===== src/hw/rtl/qrs_pkg.sv =====
package qrs_pkg;

	localparam int CW = 16;
	localparam int RW = 32;
	localparam int CF = 8;
	localparam int RF = 16;

	localparam int D_W      = 2 * CW + 3;
	localparam int RAD_W    = D_W - 1 + RF;
	localparam int SQ_STEPS = RAD_W / 2;
	localparam int SQRT_W   = SQ_STEPS;
	localparam int NEGB_W   = CW + (RF - CF) + 1;
	localparam int DEN_W    = CW + 1;
	localparam int NUM_W    = SQRT_W + 2;
	localparam int DIV_W    = NUM_W - 1 + CF + 1;
	localparam int QS_W     = DIV_W + 2;

	typedef enum logic [1:0] {
		KIND_REAL      = 2'd0,
		KIND_COMPLEX   = 2'd1,
		KIND_NOT_QUAD  = 2'd2
	} root_kind_t;

	typedef struct packed {
		root_kind_t                kind;
		logic signed [NEGB_W-1:0]  negb;
		logic                      a_neg;
		logic [DEN_W-1:0]          ud;
	} sq_side_t;

	typedef struct packed {
		root_kind_t  kind;
		logic        neg1;
		logic        neg2;
	} dv_side_t;

	typedef struct packed {
		logic signed [RW-1:0]  val;
		logic                  clip;
	} sat_t;

	localparam logic signed [QS_W-1:0] RMAX = {{(QS_W-RW+1){1'b0}}, {(RW-1){1'b1}}};
	localparam logic signed [QS_W-1:0] RMIN = ~RMAX;

	function automatic sat_t sat_root(input logic signed [QS_W-1:0] v);
		sat_t s;
		if (v > RMAX) begin
			s.val  = RMAX[RW-1:0];
			s.clip = 1'b1;
		end else if (v < RMIN) begin
			s.val  = RMIN[RW-1:0];
			s.clip = 1'b1;
		end else begin
			s.val  = v[RW-1:0];
			s.clip = 1'b0;
		end
		return s;
	endfunction

endpackage


===== src/hw/rtl/qrs_sqrt.sv =====
module qrs_sqrt (
	input  logic                          clk,
	input  logic                          arst_n,
	input  logic                          in_valid,
	output logic                          in_ready,
	input  logic [qrs_pkg::RAD_W-1:0]     rad,
	input  qrs_pkg::sq_side_t             in_side,
	output logic                          out_valid,
	input  logic                          out_ready,
	output logic [qrs_pkg::SQRT_W-1:0]    root,
	output qrs_pkg::sq_side_t             out_side
);
	import qrs_pkg::*;

	logic [SQ_STEPS-1:0]  v_s;
	logic [SQ_STEPS:0]    en;
	logic [RAD_W-1:0]     rem_s [SQ_STEPS];
	logic [RAD_W-1:0]     r_s [SQ_STEPS];
	sq_side_t             side_s [SQ_STEPS];

	always_comb begin
		en[SQ_STEPS] = out_ready;
		for (int k = SQ_STEPS - 1; k >= 0; k--) begin
			en[k] = !v_s[k] || en[k+1];
		end
	end

	for (genvar k = 0; k < SQ_STEPS; k++) begin : g_step
		localparam logic [RAD_W-1:0] BITV = (RAD_W)'(1) << (2 * (SQ_STEPS - 1 - k));
		logic [RAD_W-1:0]  vin;
		logic [RAD_W-1:0]  rin;
		logic [RAD_W-1:0]  t;
		logic              vld;
		sq_side_t          sin;

		if (k == 0) begin : g_first
			assign vin = rad;
			assign rin = '0;
			assign vld = in_valid;
			assign sin = in_side;
		end else begin : g_next
			assign vin = rem_s[k-1];
			assign rin = r_s[k-1];
			assign vld = v_s[k-1];
			assign sin = side_s[k-1];
		end

		assign t = rin + BITV;

		always_ff @(posedge clk or negedge arst_n) begin
			if (!arst_n) begin
				v_s[k] <= 1'b0;
			end else if (en[k]) begin
				v_s[k] <= vld;
			end
		end

		always_ff @(posedge clk) begin
			if (en[k]) begin
				side_s[k] <= sin;
				if (vin >= t) begin
					rem_s[k] <= vin - t;
					r_s[k]   <= (rin >> 1) + BITV;
				end else begin
					rem_s[k] <= vin;
					r_s[k]   <= rin >> 1;
				end
			end
		end
	end

	assign in_ready  = en[0];
	assign out_valid = v_s[SQ_STEPS-1];
	assign root      = r_s[SQ_STEPS-1][SQRT_W-1:0];
	assign out_side  = side_s[SQ_STEPS-1];

endmodule


===== config.mk =====
export PLATFORM = sky130hd
export DESIGN_NAME = qrs_sqrt
export DESIGN_NICKNAME = d
export VERILOG_FILES = /design/src/hw/rtl/qrs_pkg.sv /design/src/hw/rtl/qrs_sqrt.sv
export SDC_FILE = /design/constraint.sdc
export NUM_CORES = 2
export LEC_CHECK = 0
export ABC_AREA = 1
export BUFFER_PORTS_ARGS = -buffer_cell sky130_fd_sc_hd__buf_4
export CAP_MARGIN = 20
export CORE_ASPECT_RATIO = 0.5
export CORE_MARGIN = 5
export CORE_UTILIZATION = 55
export DETAILED_ROUTE_END_ITERATION = 7
export GPL_ROUTABILITY_DRIVEN = 1
export GPL_TIMING_DRIVEN = 0
export PLACE_DENSITY = 0.71
export SYNTH_ARGS = -nofsm -noshare
export SYNTH_HDL_FRONTEND = slang
export SYNTH_SLANG_ARGS = --single-unit

===== constraint.sdc =====
create_clock -name clk -period 40.1 [get_ports clk]
set_input_delay 0 -clock clk [delete_from_list [all_inputs] [get_ports clk]]
set_output_delay 0 -clock clk [all_outputs]
set_load 0.01 [all_outputs]

# == Word-level counts from Yosys, hierarchy flattened ==
# Memory sizes are Yosys's and may differ from the RTL's.
# Cells that the tools add are included.
# word_totals
input_bits,99
memories,3
out_inout_bits,72
ram_bits,3625
reg_bits,25
# mem_list
name,depth,word_bits,read_ports,rd_ports_with_merged_regs,wr,line_no,text
r_s,25,50,25,0,25,qrs_sqrt.sv:18,logic [RAD_W-1:0] r_s [SQ_STEPS];
rem_s,25,50,24,0,25,qrs_sqrt.sv:17,logic [RAD_W-1:0] rem_s [SQ_STEPS];
side_s,25,45,25,0,25,qrs_sqrt.sv:19,sq_side_t side_s [SQ_STEPS];
# classes
muxes,250
reduce_logical,50
bitwise_logic,50
addsub,73
order_cmp,25
# ops
cell,n
50-bit two-way mux,50
50-bit >= comparator,24
50-bit subtractor,24
1-bit two-way mux,200
49-bit by 1-bit adder with 50-bit output (second input constant),1
49-bit by 11-bit adder with 50-bit output (second input constant),1
49-bit by 13-bit adder with 50-bit output (second input constant),1
49-bit by 15-bit adder with 50-bit output (second input constant),1
49-bit by 17-bit adder with 50-bit output (second input constant),1
49-bit by 19-bit adder with 50-bit output (second input constant),1
49-bit by 21-bit adder with 50-bit output (second input constant),1
49-bit by 23-bit adder with 50-bit output (second input constant),1
49-bit by 25-bit adder with 50-bit output (second input constant),1
49-bit by 27-bit adder with 50-bit output (second input constant),1
49-bit by 29-bit adder with 50-bit output (second input constant),1
49-bit by 3-bit adder with 50-bit output (second input constant),1
49-bit by 31-bit adder with 50-bit output (second input constant),1
49-bit by 33-bit adder with 50-bit output (second input constant),1
49-bit by 35-bit adder with 50-bit output (second input constant),1
49-bit by 37-bit adder with 50-bit output (second input constant),1
49-bit by 39-bit adder with 50-bit output (second input constant),1
49-bit by 41-bit adder with 50-bit output (second input constant),1
49-bit by 43-bit adder with 50-bit output (second input constant),1
49-bit by 45-bit adder with 50-bit output (second input constant),1
33 further kinds,130

# == Longest topological paths before layout ==
# logic_depth
ltp_word,29
ltp_mapped,23
depth_no_buf,23

# == Worst setup path before layout ==
# No wires, ideal clock.
# synth_timing
kind,register -> register
start,register v_s[24] (netlist: out_valid)
end,memory rem_s[6][48] (netlist name) (data pin)
setup_ns,0.258
path_slack_ns,26.965
required_time_ns,39.842
t_arrival_ns,12.877
period_less_slack_ns,13.135
path_stages_with_launch,17
path_cell_list,dfrtp_1 -> nand3_2 -> nor2_4 -> nand4_4 -> nor2_4 -> nand4_4 -> nor2_4 -> nand4_4 -> nor2_4 -> nand2_2 -> nor2_2 -> nand3_1 -> nand2_2 -> inv_2 -> nor3_4 -> nand2_1 -> xnor2_1
# synth_rtl
element,line_no,text
from (decl),qrs_sqrt.sv:15,logic [SQ_STEPS-1:0] v_s;
"from (signal, indexed assignment)",qrs_sqrt.sv:54,v_s[k] <= vld;
to (decl),qrs_sqrt.sv:17,

==> flow_summary.yaml <==
pwr:
  p_leak_nw: 48.2
  power.density_nw_per_um2: 67.3
  vdd_drop_max_mv: 0.0412
  p_total_w: 0.00835
die:
  die_h_um: 325
  ioPinCount: 171
  dieArea_um2: 208000
  dieWidth_um: 640
  start_util_pct: 55.4
  rows: 115
  core_um2: 197000
finish:
  area_growth_syn_to_layout_pct: 13.6
  final_cells: 11400
  drive_gt1_share_pct: 7.17
  multi_input_area_um2: 25000
  seq_area_um2: 80200
  layout.nets: 9035
  fillers: 14500
  fin_util_pct: 62.9
worst_setup_path:
  path_class: "flop to flop"
  cp-end-kind: "flop"
  startpoint_type: "flop"
  worst-endpoint-required_ps: 40720
  slowest_stage: "nand4_4"
  slowest_delay_ps: 660
  worstPathArrival_ps: 8950
  reg2regPathDepth: 19
  critPathMaxFanout: 67
  crit_top_cell: "nor2_4"
  worstPathCellList: "nand3_4 > nor2_4 > nand4_4 > nor2_4 > nand4_4 > nor2_4 > nand4_4 > nor2_4 > nand4_4 > buf_12 > nor2_4 > nand4_4 > nor2_4 > nand3_4 > buf_16 > nand3_1 > dlygate4sd3_1 > nand2_1 > dlygate4sd3_1"
  r2r-start: "out_valid"
  r2r_setup_slack_ps: 31770
  reg2reg_to: "rem_s[0][48]"
logic_synthesis:
  async_flop_share_pct: 0.935
  synth_ff_type: "edfxtp_1"
  ys_warn_count: 0
  ys_ff_latch: 2675
  yosys.area.top_type_share_pct: 72.9
  synth_common_cells: "2650 x edfxtp_1, 972 x inv_1, 936 x nand2_1"
  avgSynthCellArea_um2: 13.7
  syn_area_um2: 109000
  seq_area_frac_synth_pct: 73.5
  synth_nets: 8407
  synth.distinct_cells: 59
  yosys.area.top_type: "edfxtp_1"
  syn_inst: 7961
  synth_edf_count: 2650
  yosysMostFrequentCell: "edfxtp_1"
  yosys-top-cells-area: "edfxtp_1 73%, ha_1 4.0%, inv_1 3.3%"
grt:
  antenna_found_initial: 5
  grt_pass1_vias: 61200
  overflow: 0
  grtUsageMet1_pct: 25.9
  grt_pass1_wl_um: 353000
  grt_max_degree: 96
  top_usage_layer: "met2"
  grt_util_met3_pct: 2.75
  track_usage_pct: 22.4
  met2_usage_pct: 40.3
route:
  routed-via-count: 59900
  drc_errors: 0
  first_pass_iters: 5
  ant_nets: 0
  first_iter_violations: 3701
  routedWlPerCell_um: 20.4
  routed_wl_um: 233000
  viasPerCell: 5.25
clocking:
  postCtsResizedCells: 0
  cts-buffers-inserted: 226
  h-tree-depth: 4
  cts-root-buf: "clkbuf_16"
  clk_pin_slew_worst_paths_ps: 70
  clock_sinks: 2675
  cts_buffer_depth: 4
  clkLatencyLatePin_ps: 900
  cts_tree: "done"
worst_hold_path:
  holdCritPathClass: "input port to asynchronous set/reset pin"
timing:
  hold_viol: 0
  period_minus_slack_ps: 8330
  finalSetupViolations: 0
  tightest_slew_ps: 1120
  rsz0062_at_grt: "false"
  max_slew_margin_pct: 24.4
  final_max_slew_viol_count: 0
  finClkSkew_ps: 95.4
  finalCritPeriodShare_pct: 20.8
  setup_tns_ps: 0
  fmax_ghz: 0.120
flow_run:
  cap_violations: 0
placed_design:
  place.gp.congestion: 0.969
  io_buffers: 170
  dp.cells: 10800
  dp_hpwl_um: 172000
status:
  status: "complete, no violations"
flip-flops by register name, summed over array words and instances, names as in the netlist:
name        count
out_valid       1
r_s           325
side_s       1125
g_step.vld     24
rem_s        1200
placed cells by master (no fill, tap or decap), types with 49 or more instances in the layout:
cell type and instances:
a21oi_1 396, buf_4 170, clkbuf_1 96, clkbuf_16 231, clkinv_1 49, dlygate4sd3_1 197
edfxtp_1 2650, ha_1 347, inv_1 964, nand2_1 932, nand3_1 169, nand4_1 121
nor2_1 666, nor3_1 122, nor4_1 172, o21ai_0 422, xnor2_1 241, xor2_1 292
cells by family (layout without fill, tap and decap cells):
kind of cell               Yosys count  in the layout  share of synthesized area (%)
DFF                               2675           2675                           73.5
and+or+nand+nor                   2304           2304                           9.37
buffers and inverters             1052           1864                           3.64
AOI/OAI and AO/OA                 1050           1050                           5.25
xor gates and xnor gates           533            533                           4.28
adders and majority gates          347            347                           3.98
other                                0              2                              0
area by class of cell:
class	instances	area share, %
clock buffer	288	4.88
antenna	2	0.00404
sequential	2675	64.7
tap	2632	2.66
buffer	64	0.213
inverter	988	3.02
multi-input combinational	4234	20.2
clock inverter	124	1.04
timing repair buffer	400	3.30
repair_timing:
item	CTS	global route
hold buffers	198	0
buffers inserted	0	0
hold endpoints to repair	150	0
worst max path at each step:
stage | cells after the start | slack, ps | from | endpoint
CTS | 19 | 31720 | out_valid | rem_s[0][48]
floorplan | 16 | 26970 | out_valid | rem_s[6][48]
global route | 19 | 31190 | out_valid | rem_s[0][48]
detailed placement | 17 | 32760 | out_valid | rem_s[0][49]
finish | 19 | 31770 | out_valid | rem_s[0][48]
global placement | 16 | 21260 | out_valid | rem_s[6][48]
per-layer routing:
layer / vias to the layer above / share of wire (%)
li1: 29700 / -
met1: 28400 / 38
met2: 1208 / 52
met3: 493 / 3.4
met4: 0 / 6.6
met5: - / 0
through the flow:
step / setup WS (ps) / hold WS (ps) / area (um2)
finish: 31770 / 203 / 124000
floorplan: 26970 / -296 / 109000
global placement: 21260 / -62.7 / 114000
global route: 31190 / 179 / 124000
CTS: 31720 / 159 / 124000
detailed placement: 32760 / -62.3 / 115000
critical path: cells and delay by family, from the launching register on:
family                 cells  cell delay (ps)
buffers and inverters      4             1970
AND/OR/NAND/NOR           15             5590
flip-flops                 1              460
power by group:
part / internal, W / switching [W]
Sequential: 0.00397 / 0.000388
Combinational: 0.000652 / 0.00114
Clock: 0.00123 / 0.000962
(Power assumes the default switching activity.)
